## src/sv/skr_pkg.sv

```systemverilog
// Shared types and constants for the stack with keyed removal.
package skr_pkg;

	localparam int unsigned DEPTH_DEF = 16;
	localparam int unsigned KEY_W     = 64;
	localparam int unsigned AGE_W     = 8;
	localparam int unsigned CNT_OUT_W = 5;

	localparam logic [1:0] OP_PUSH   = 2'd0;
	localparam logic [1:0] OP_POP    = 2'd1;
	localparam logic [1:0] OP_REMOVE = 2'd2;
	localparam logic [1:0] OP_CLEAR  = 2'd3;

	typedef struct packed {
		logic [1:0]       op;
		logic [KEY_W-1:0] key;
		logic [AGE_W-1:0] age;
	} cmd_t;

	typedef struct packed {
		logic                 ok;
		logic [KEY_W-1:0]     popped_key;
		logic [AGE_W-1:0]     popped_age;
		logic [CNT_OUT_W-1:0] entry_count;
	} rsp_t;

	typedef struct packed {
		logic [KEY_W-1:0] key;
		logic [AGE_W-1:0] age;
	} rec_t;

endpackage

```

## src/sv/stack_with_keyed_removal.sv

```systemverilog
// Top level of the bounded record stack with push, pop, remove-by-key and clear.
//
// Usage. Commands arrive as words on the cmd channel (cmd_valid / cmd_stall) and
// each one yields exactly one response word on the rsp channel (rsp_valid /
// rsp_stall), in command order. A word moves at a rising edge where valid is
// high and stall is low.
// Timing. One command is worked on at a time; cmd_stall is high while it is in
// progress. Push and clear go straight to the done state; pop first reads the
// top entry, and remove searches from the top down, then shifts the entries
// above the match down. Pop and remove on an empty stack go straight to done.
// The response word becomes valid at the edge where the next command can be
// taken. The single read port of the record memory sets the remove time: the
// search reads one entry a cycle; the shift reads one as it writes the one below.
// Stalls. The response sits in an output register; the next command is taken
// while it waits. A finished response is held internally until that register
// is free, and no further command is accepted meanwhile.
// Reset. arst_n clears the fill count and all control state; the stack is
// empty afterwards. The memory contents are not cleared and need not be.
module stack_with_keyed_removal #(
	parameter int unsigned DEPTH = skr_pkg::DEPTH_DEF
) (
	input  logic          clk,
	input  logic          arst_n,
	input  logic          cmd_valid,
	output logic          cmd_stall,
	input  skr_pkg::cmd_t cmd,
	output logic          rsp_valid,
	input  logic          rsp_stall,
	output skr_pkg::rsp_t rsp
);
	import skr_pkg::*;

	localparam int unsigned AW = $clog2(DEPTH);
	localparam int unsigned CW = $clog2(DEPTH + 1);

	localparam logic [2:0] ST_IDLE   = 3'd0;
	localparam logic [2:0] ST_POP    = 3'd1;
	localparam logic [2:0] ST_SEARCH = 3'd2;
	localparam logic [2:0] ST_SHIFT  = 3'd3;
	localparam logic [2:0] ST_DONE   = 3'd4;

	logic [2:0]       state_q;
	logic [CW-1:0]    cnt_q;
	logic [CW-1:0]    cnt_m1;
	logic [AW-1:0]    idx_q;
	logic [AW-1:0]    widx_q;
	logic [KEY_W-1:0] key_q;
	rsp_t             res_q;
	rsp_t             rsp_q;
	logic             rsp_valid_q;

	logic          wr_en;
	logic [AW-1:0] wr_addr;
	rec_t          wr_data;
	logic [AW-1:0] rd_addr;
	rec_t          rd_data;

	logic cmd_acc;
	logic rsp_free;
	logic key_hit;
	logic top_hit;
	logic shift_last;
	logic full;

	// Response word with the popped record fields cleared.
	function automatic rsp_t plain_rsp(input logic ok, input logic [CW-1:0] cnt);
		rsp_t r;
		r             = '0;
		r.ok          = ok;
		r.entry_count = CNT_OUT_W'(cnt);
		return r;
	endfunction

	assign cmd_stall  = (state_q != ST_IDLE);
	assign cmd_acc    = cmd_valid && !cmd_stall;
	assign rsp_free   = !rsp_valid_q || !rsp_stall;
	assign cnt_m1     = cnt_q - 1'b1;
	assign full       = (cnt_q == CW'(DEPTH));
	assign key_hit    = (rd_data.key == key_q);
	assign top_hit    = (CW'(idx_q) == cnt_m1);
	assign shift_last = ((CW'(widx_q) + 1'b1) == cnt_m1);

	skr_mem #(
		.DEPTH (DEPTH),
		.AW    (AW)
	) u_mem (
		.clk     (clk),
		.wr_en   (wr_en),
		.wr_addr (wr_addr),
		.wr_data (wr_data),
		.rd_addr (rd_addr),
		.rd_data (rd_data)
	);

	// Memory port steering. A read is issued every cycle; the address follows
	// the state so that the data is ready when the next state needs it. The
	// shift writes the entry below the one it reads, so a read and a write in
	// the same cycle never meet at one address.
	always_comb begin
		wr_en   = 1'b0;
		wr_addr = cnt_q[AW-1:0];
		wr_data = '{key: cmd.key, age: cmd.age};
		rd_addr = cnt_m1[AW-1:0];
		case (state_q)
			ST_IDLE: begin
				wr_en = cmd_acc && (cmd.op == OP_PUSH) && !full;
			end
			ST_SEARCH: begin
				rd_addr = key_hit ? (idx_q + 1'b1) : (idx_q - 1'b1);
			end
			ST_SHIFT: begin
				wr_en   = 1'b1;
				wr_addr = widx_q;
				wr_data = rd_data;
				rd_addr = widx_q + AW'(2);
			end
			default: begin
				rd_addr = cnt_m1[AW-1:0];
			end
		endcase
	end

	always_ff @(posedge clk or negedge arst_n) begin
		if (!arst_n) begin
			state_q     <= ST_IDLE;
			cnt_q       <= '0;
			rsp_valid_q <= 1'b0;
		end else begin
			if (state_q == ST_DONE && rsp_free) begin
				rsp_valid_q <= 1'b1;
			end else if (!rsp_stall) begin
				rsp_valid_q <= 1'b0;
			end

			case (state_q)
				ST_IDLE: begin
					if (cmd_acc) begin
						state_q <= ST_DONE;
						case (cmd.op)
							OP_PUSH: begin
								if (!full) begin
									cnt_q <= cnt_q + 1'b1;
								end
							end
							OP_POP: begin
								if (cnt_q != '0) begin
									cnt_q   <= cnt_m1;
									state_q <= ST_POP;
								end
							end
							OP_REMOVE: begin
								if (cnt_q != '0) begin
									state_q <= ST_SEARCH;
								end
							end
							OP_CLEAR: begin
								cnt_q <= '0;
							end
							default: begin
								state_q <= ST_DONE;
							end
						endcase
					end
				end
				ST_POP: begin
					state_q <= ST_DONE;
				end
				ST_SEARCH: begin
					if (key_hit) begin
						if (top_hit) begin
							cnt_q   <= cnt_m1;
							state_q <= ST_DONE;
						end else begin
							state_q <= ST_SHIFT;
						end
					end else if (idx_q == '0) begin
						state_q <= ST_DONE;
					end
				end
				ST_SHIFT: begin
					if (shift_last) begin
						cnt_q   <= cnt_m1;
						state_q <= ST_DONE;
					end
				end
				ST_DONE: begin
					if (rsp_free) begin
						state_q <= ST_IDLE;
					end
				end
				default: begin
					state_q <= ST_IDLE;
				end
			endcase
		end
	end

	// Datapath registers: search pointers, searched key and pending response.
	always_ff @(posedge clk) begin
		if (state_q == ST_DONE && rsp_free) begin
			rsp_q <= res_q;
		end
		case (state_q)
			ST_IDLE: begin
				idx_q <= cnt_m1[AW-1:0];
				key_q <= cmd.key;
				case (cmd.op)
					OP_PUSH:   res_q <= full ? plain_rsp(1'b0, cnt_q)
						: plain_rsp(1'b1, cnt_q + 1'b1);
					OP_POP:    res_q <= plain_rsp(1'b0, cnt_q);
					OP_REMOVE: res_q <= plain_rsp(1'b0, cnt_q);
					OP_CLEAR:  res_q <= plain_rsp(1'b1, '0);
					default:   res_q <= plain_rsp(1'b0, cnt_q);
				endcase
			end
			ST_POP: begin
				// The count was already lowered when the pop was accepted.
				res_q <= '{ok: 1'b1, popped_key: rd_data.key, popped_age: rd_data.age,
					entry_count: CNT_OUT_W'(cnt_q)};
			end
			ST_SEARCH: begin
				widx_q <= idx_q;
				if (key_hit) begin
					res_q <= plain_rsp(1'b1, cnt_m1);
				end else begin
					idx_q <= idx_q - 1'b1;
				end
			end
			ST_SHIFT: begin
				widx_q <= widx_q + 1'b1;
			end
			default: begin
				widx_q <= widx_q;
			end
		endcase
	end

	assign rsp_valid = rsp_valid_q;
	assign rsp       = rsp_q;

	// The fill count never passes the depth.
	a_cnt_bound: assert property (@(posedge clk) disable iff (!arst_n)
		cnt_q <= CW'(DEPTH))
		else $error("fill count above depth");

	// A response only appears after the block has finished a command.
	a_rsp_from_done: assert property (@(posedge clk) disable iff (!arst_n)
		$rose(rsp_valid) |-> $past(state_q == ST_DONE))
		else $error("response without finished command");

	// The shift always copies from an entry that is still held.
	a_shift_in_range: assert property (@(posedge clk) disable iff (!arst_n)
		(state_q == ST_SHIFT) |-> (CW'(widx_q) < cnt_m1))
		else $error("shift beyond the top entry");

	// A failed operation reports no record.
	a_fail_no_record: assert property (@(posedge clk) disable iff (!arst_n)
		(rsp_valid && !rsp.ok) |-> (rsp.popped_key == '0 && rsp.popped_age == '0))
		else $error("record reported on failure");

endmodule

```

## src/sv/skr_mem.sv

```systemverilog
// Record store: one write port and one registered read port.
module skr_mem #(
	parameter int unsigned DEPTH = skr_pkg::DEPTH_DEF,
	parameter int unsigned AW    = $clog2(DEPTH)
) (
	input  logic          clk,
	input  logic          wr_en,
	input  logic [AW-1:0] wr_addr,
	input  skr_pkg::rec_t wr_data,
	input  logic [AW-1:0] rd_addr,
	output skr_pkg::rec_t rd_data
);
	import skr_pkg::*;

	rec_t mem [DEPTH];
	rec_t rd_data_q;

	always_ff @(posedge clk) begin
		if (wr_en) begin
			mem[wr_addr] <= wr_data;
		end
		rd_data_q <= mem[rd_addr];
	end

	assign rd_data = rd_data_q;

endmodule

```

## config.mk

```make
export PLATFORM = sky130hd
export DESIGN_NAME = stack_with_keyed_removal
export DESIGN_NICKNAME = d
export VERILOG_FILES = /design/src/sv/skr_pkg.sv /design/src/sv/stack_with_keyed_removal.sv /design/src/sv/skr_mem.sv
export SDC_FILE = /design/constraint.sdc
export NUM_CORES = 2
export LEC_CHECK = 0
export ABC_CLOCK_PERIOD_IN_PS = 8600
export BUFFER_PORTS_ARGS = -buffer_cell sky130_fd_sc_hd__buf_2
export CORE_MARGIN = 2
export CORE_UTILIZATION = 40
export DETAILED_ROUTE_END_ITERATION = 10
export HOLD_SLACK_MARGIN = 0.02
export PLACE_DENSITY = 0.53
export SLEW_MARGIN = 20
export SYNTH_ARGS = -nofsm -noshare
export SYNTH_HDL_FRONTEND = slang
export SYNTH_SLANG_ARGS = --single-unit
```

## constraint.sdc

```tcl
create_clock -name clk -period 8.6 [get_ports clk]
set_clock_uncertainty 0.1 [all_clocks]
set_input_delay 0.43 -clock clk [delete_from_list [all_inputs] [get_ports clk]]
set_output_delay 0.43 -clock clk [all_outputs]
set_load 0.01 [all_outputs]
```

# Yosys cells after proc, flatten, opt, wreduce, memory -nomap -nowiden
# Memories as Yosys holds them, arrays and structs flattened. A register that Yosys moved wholly into a read port is not among the register bits.
# Cells that the tools add are included.
# op_classes
n_addsub,7
eq_ne,22
muxes,34
reduce_logical,23
# op_table
operator,count
78-bit one-hot mux with 3 select lines,2
78-bit two-way mux,2
72-bit two-way mux,1
64-bit == test,1
5-bit two-way mux,6
5-bit one-hot mux with 3 select lines,2
3-bit two-way mux,8
4-bit one-hot mux with 2 select lines,3
3-bit one-hot mux with 5 select lines,1
4-bit two-way mux,3
2-bit inequality test (second input constant),6
3-bit inequality test (second input constant),3
3-bit nonzero test,3
4-bit by 1-bit adder with 4-bit output (second input constant),2
8-bit AND reduction,1
3-bit by 2-bit == test with 1-bit output (second input constant),2
3-bit one-hot mux with 2 select lines,1
4-bit by 1-bit adder with 5-bit output (second input constant),1
5-bit by 1-bit adder with 5-bit output (second input constant),1
4-bit by 5-bit == test with 1-bit output,1
5-bit == test,1
5-bit == test (second input constant),1
5-bit nonzero test,1
5-bit by 1-bit subtractor with 5-bit output (second input constant),1
20 further kinds,32
# totals
ff_bits,237
ramBits,1152
in_bits,78
word_cells,101
mem_count,1
# memory_table
name,depth,width,read_ports,rd_ports_with_merged_regs,wr,line_no,source
u_mem.mem,16,72,1,1,1,skr_mem.sv:15,rec_t mem [DEPTH];

# Logic depth before layout (Yosys ltp)
# depth
ltp_word,8
depth_mapped,12
ltp_nobuf,11

# Modules after synthesis
# A second synthesis with hierarchy kept.
# unflattened
hier_cells,2704
hier_area_um2,55032.8
# by_module_without_submodules
mod,n_inst,cells_per_inst,area_per_inst_um2,seq_area_each_um2
skr_mem,1,1850,44551.5,36034.6
stack_with_keyed_removal,1,854,10481.3,7071.8

# Worst setup path after synthesis
# Ideal clock, no wire load.
# synth_timing
kind,flip-flop to flip-flop
start,register state_q[0]
end,"memory u_mem.mem[12][0] (netlist bit), enable pin"
t_arrival_ns,5.873
required_ns,7.997
slack_ns,2.124
path_stages_with_launch,7
cell_sequence,dfrtp_1 -> clkbuf_1 -> or3_1 -> inv_1 -> a41o_1 -> o21ai_0 -> nor2_1
# synth_via
elab_chain_cells,8
word_cells_on_any_way,11
# synth_rtl
item,line_no,source
from (decl),stack_with_keyed_removal.sv:42,logic [2:0] state_q;
from (signal assigned),stack_with_keyed_removal.sv:125,state_q <= ST_IDLE;
from (signal assigned),stack_with_keyed_removal.sv:138,state_q <= ST_DONE;
from (signal assigned),stack_with_keyed_removal.sv:148,state_q <= ST_POP;
3-bit nonzero test,stack_with_keyed_removal.sv:74,assign cmd_stall = (state_q != ST_IDLE);
named net cmd_stall,stack_with_keyed_removal.sv:25,"output logic cmd_stall,"
1-bit logical NOT,stack_with_keyed_removal.sv:75,assign cmd_acc = cmd_valid && !cmd_stall;
1-bit logical AND,stack_with_keyed_removal.sv:75,
1-bit logical AND (2 in a row),stack_with_keyed_removal.sv:106,wr_en = cmd_acc && (cmd.op == OP_PUSH) && !full;
1-bit one-hot mux with 2 select lines,stack_with_keyed_removal.sv:104,case (state_q)
1-bit two-way mux,skr_mem.sv:19,if (wr_en) begin
1-bit two-way mux (not written as such),skr_mem.sv:20,mem[wr_addr] <= wr_data;
to (decl),skr_mem.sv:15,
# The timed path passes the listed nets, and every way through them passes these cells.

# Worst setup path after layout
# layout_timing
start,register key_q[60]
end,"register, netlist name u_mem.rd_data[70]"
# layout_via
elab_chain_cells,3
# layout_rtl
item,line_no,source
from (decl),stack_with_keyed_removal.sv:47,logic [KEY_W-1:0] key_q;
from (signal assigned),stack_with_keyed_removal.sv:206,key_q <= cmd.key;
64-bit == test,stack_with_keyed_removal.sv:79,assign key_hit = (rd_data.key == key_q);
4-bit two-way mux,stack_with_keyed_removal.sv:109,rd_addr = key_hit ? (idx_q + 1'b1) : (idx_q - 1'b1);
4-bit one-hot mux with 2 select lines,stack_with_keyed_removal.sv:104,
# Every way passes these cells.
# A chain may end at the register's enable or synchronous reset.

==> flow_summary.ini <==
[power_and_ir_drop]
power_mw = 24.0
p_int_mw = 15.9
p_sw_mw = 8.11
power.leakage_nw = 21.5
pwr-share-clk_pct = 27.5
ir_worst_vdd_mv = 0.618
cellPowerDensity_nw_per_um2 = 368
swShare_pct = 33.8
power.share.combinational_pct = 33.9
seq_power_share_pct = 38.6

[timing]
setup_viol = 0
relSlewSlack_pct = 20.6
period_share_pct = 62.4
timing.final.ws_setup_ns = 3.23
finalHoldViolations = 0
min_period_ns = 5.37
rsz0062_at_grt = false
fin_tns_setup_ns = 0
tightestPinTransition_ns = 1.19
maxSlewViolCount = 0
fmax_ghz = 0.186

[synthesis]
yosysMostFrequentCell = edfxtp_1
yosysSeqAreaShare_pct = 76.7
synth.distinct_cells = 64
syn_inst = 2785
ys.warnings.count = 0
synth_ff_type = edfxtp_1
syn-cell-area_um2 = 56200
synthTopCellsByCount = edfxtp_1 (1380), mux4_2 (288), nand2_1 (241)
synthTopCellsByArea = edfxtp_1 (74%), mux4_2 (12%), dfxtp_1 (2.6%), nand2_1 (1.6%), a22oi_2 (1.6%)
ys_ff_latch = 1461
synth_top_area_cell = edfxtp_1
syn_avg_cell_area_um2 = 20.2
synth_top_area_share_pct = 73.8
synth_fp_nets = 2874
synth_edf_count = 1380
synthArstFlopShare_pct = 0.616

[run_status]
status = complete, no violations

[setup_path]
path_class = flip-flop to flip-flop
worstPathCellList = xnor2_1 > nand4_1 > nor4_2 > nand4_2 > mux2i_1 > mux2i_1 > and2_4 > o21ai_4 > buf_4 > buf_16 > buf_4 > o211ai_1
path_max_fanout = 46
crit_arrival_ns = 5.96
crit_buf_inv = 3
critPathRequiredTime_ns = 9.20
max_stage_delay_ns = 0.91
critPathSlowestCell = and2_4
critPathTopFamily = simple AND/OR/NAND/NOR gates
start_kind = flip-flop
cp-end-kind = flip-flop

[clocking]
clock_latency_ns = 0.79
numCtsBuffers = 154
htree_levels = 4
cts_buffer_depth = 3
cts-resized-gates = 0
tritoncts = built
root_buffer = clkbuf_16
cts.reportedPaths.clkPinSlew_ns = 0.06
cts_sinks = 1461

[floorplanning]
dieArea_um2 = 143000
initial_core_util_pct = 40.3
die_h_um = 379
io_pins = 158
rows = 137
core_area_um2 = 139000
die_x_um = 379

[detailed_routing]
routed_wirelength_um = 149000
drt-initial-drc-count = 2704
ant_nets = 0
avgViaCountPerCell = 5.51
wire_per_inst_um = 29.2
drc = 0
via_count = 28000
dr.pass1.iters = 5

[place]
port_buffers = 157
placed_area_um2 = 59500
dp_cells = 4732
place_worst_setup_slack_ns = 3.25
dp_hpwl_um = 77900
gp_congestion = 0.771

[finish]
fin_cells = 5085
fin_area_um2 = 65200
nFillCells = 11700
seqCellArea_um2 = 43100
layout-drive-gt1-share_pct = 28.5
syn_to_final_growth_pct = 16.1
multi_input_area_um2 = 12200
nets = 3168
diodes = 0

[grt]
grt_overflow = 0
gr-usage-all-layers_pct = 21.0
grt_antenna_before_repair = 5
grt_pass1_wl_um = 212000
first_global_vias = 28900
grt_max_degree = 141

[run]
max_cap_viol_count = 0

[worst_hold_path]
hold_class = input port to flip-flop
[per-stage QoR]
| step | utilization, % | hold slack (ns) |
|---|---|---|
| global placement | 42.6 | 0.201 |
| global route | 46.8 | 0.181 |
| floorplan | - | 0.0344 |
| detailed placement | 42.7 | 0.205 |
| CTS | 46.8 | 0.0793 |
| finish | 46.8 | 0.139 |
[power by group through the flow]
stage	registers (mW)	logic [mW]	clock network, mW
after floorplan	9.30	5.69	0
after global placement	9.40	8.15	0
after detailed placement	9.41	8.24	0
after CTS	9.27	8.29	6.73
after global routing	9.34	8.69	7.00
final	9.27	8.14	6.59
[layout make-up]
type                       instances  share of cell area (%)
multi-input combinational       1093                    18.7
timing repair buffer             281                    3.29
tap                             1876                    3.60
sequential                      1461                    66.1
clock inverter                    69                    1.07
inverter                          88                   0.510
clock buffer                     217                    6.69
[layout by cell type, fill, tap and decap left out, drive strengths merged, types with 8 or more instances in the layout]
master	instances
edfxtp	1380
a22oi	73
o211ai	73
dfrtp	9
nand3	78
clkbuf	217
dlygate4sd3	67
nand2	241
buf	214
nor3	10
inv	94
o21ai	23
clkinv	52
xnor2	73
bufinv	9
nand4	19
and2	76
dfxtp	72
nor2	44
a21oi	12
ha	11
xor2	8
mux4	288
[worst paths after layout]
kind / from / endpoint / slack, ns / depth (start not counted)
max: key_q[60]$_DFFE_PP_ / u_mem.rd_data[70]$_DFF_P_ / 3.23 / 12
min: cmd_valid / cnt_q[3]$_DFFE_PN0P_ / 0.14 / 5
max reg2reg: key_q[60]$_DFFE_PP_ / u_mem.rd_data[70]$_DFF_P_ / 3.23 / 12
min reg2reg: res_q[32]$_DFFE_PP_ / rsp[32]$_DFFE_PP_ / 0.32 / 0
max in group asynchronous: arst_n / cnt_q[0]$_DFFE_PN0P_ / 7.50 / 3
min in group asynchronous: arst_n / state_q[2]$_DFFE_PN0P_ / 0.58 / 3
[tightest hold or removal path, delay by kind of cell]
family | cells | cell delay [ns]
buffers and inverters | 1 | 0.13
AO/OA/AOI/OAI | 3 | 0.35
AND/OR/NAND/NOR | 1 | 0.06
[metal layers]
| layer | part of all wire [%] | track usage [%] | vias to the layer above |
|---|---|---|---|
| li1 | - | - | 11700 |
| met1 | 43 | 29.6 | 15100 |
| met2 | 48 | 33.2 | 1005 |
| met3 | 6.4 | 3.92 | 208 |
| met4 | 2.5 | 6.27 | 2 |
| met5 | 0.0013 | 0 | - |
[cell families after synthesis]
| group | share of synthesized area (%) |
|---|---|
| DFF | 76.7 |
| muxes | 11.7 |
| AOI/OAI and AO/OA | 4.08 |
| and+or+nand+nor | 4.08 |
| adders and majority gates | 0.245 |
| xor gates and xnor gates | 1.33 |
| buffers and inverters | 1.84 |
[timing repair]
item / in CTS / in global routing
endpoints found under the hold margin: 75 / 0
setup endpoints to repair: 0 / 0
hold buffers: 67 / 0
buffers inserted: 0 / 0
[registers in the layout, summed over array words and instances, names as in the netlist]
signal         flops
u_mem.mem       1152
res_q             78
rsp               78
u_mem.rd_data     72
key_q             64
cnt_q              5
idx_q              4
widx_q             4
state_q            3
rsp_valid          1
(Power assumes the default switching activity.)
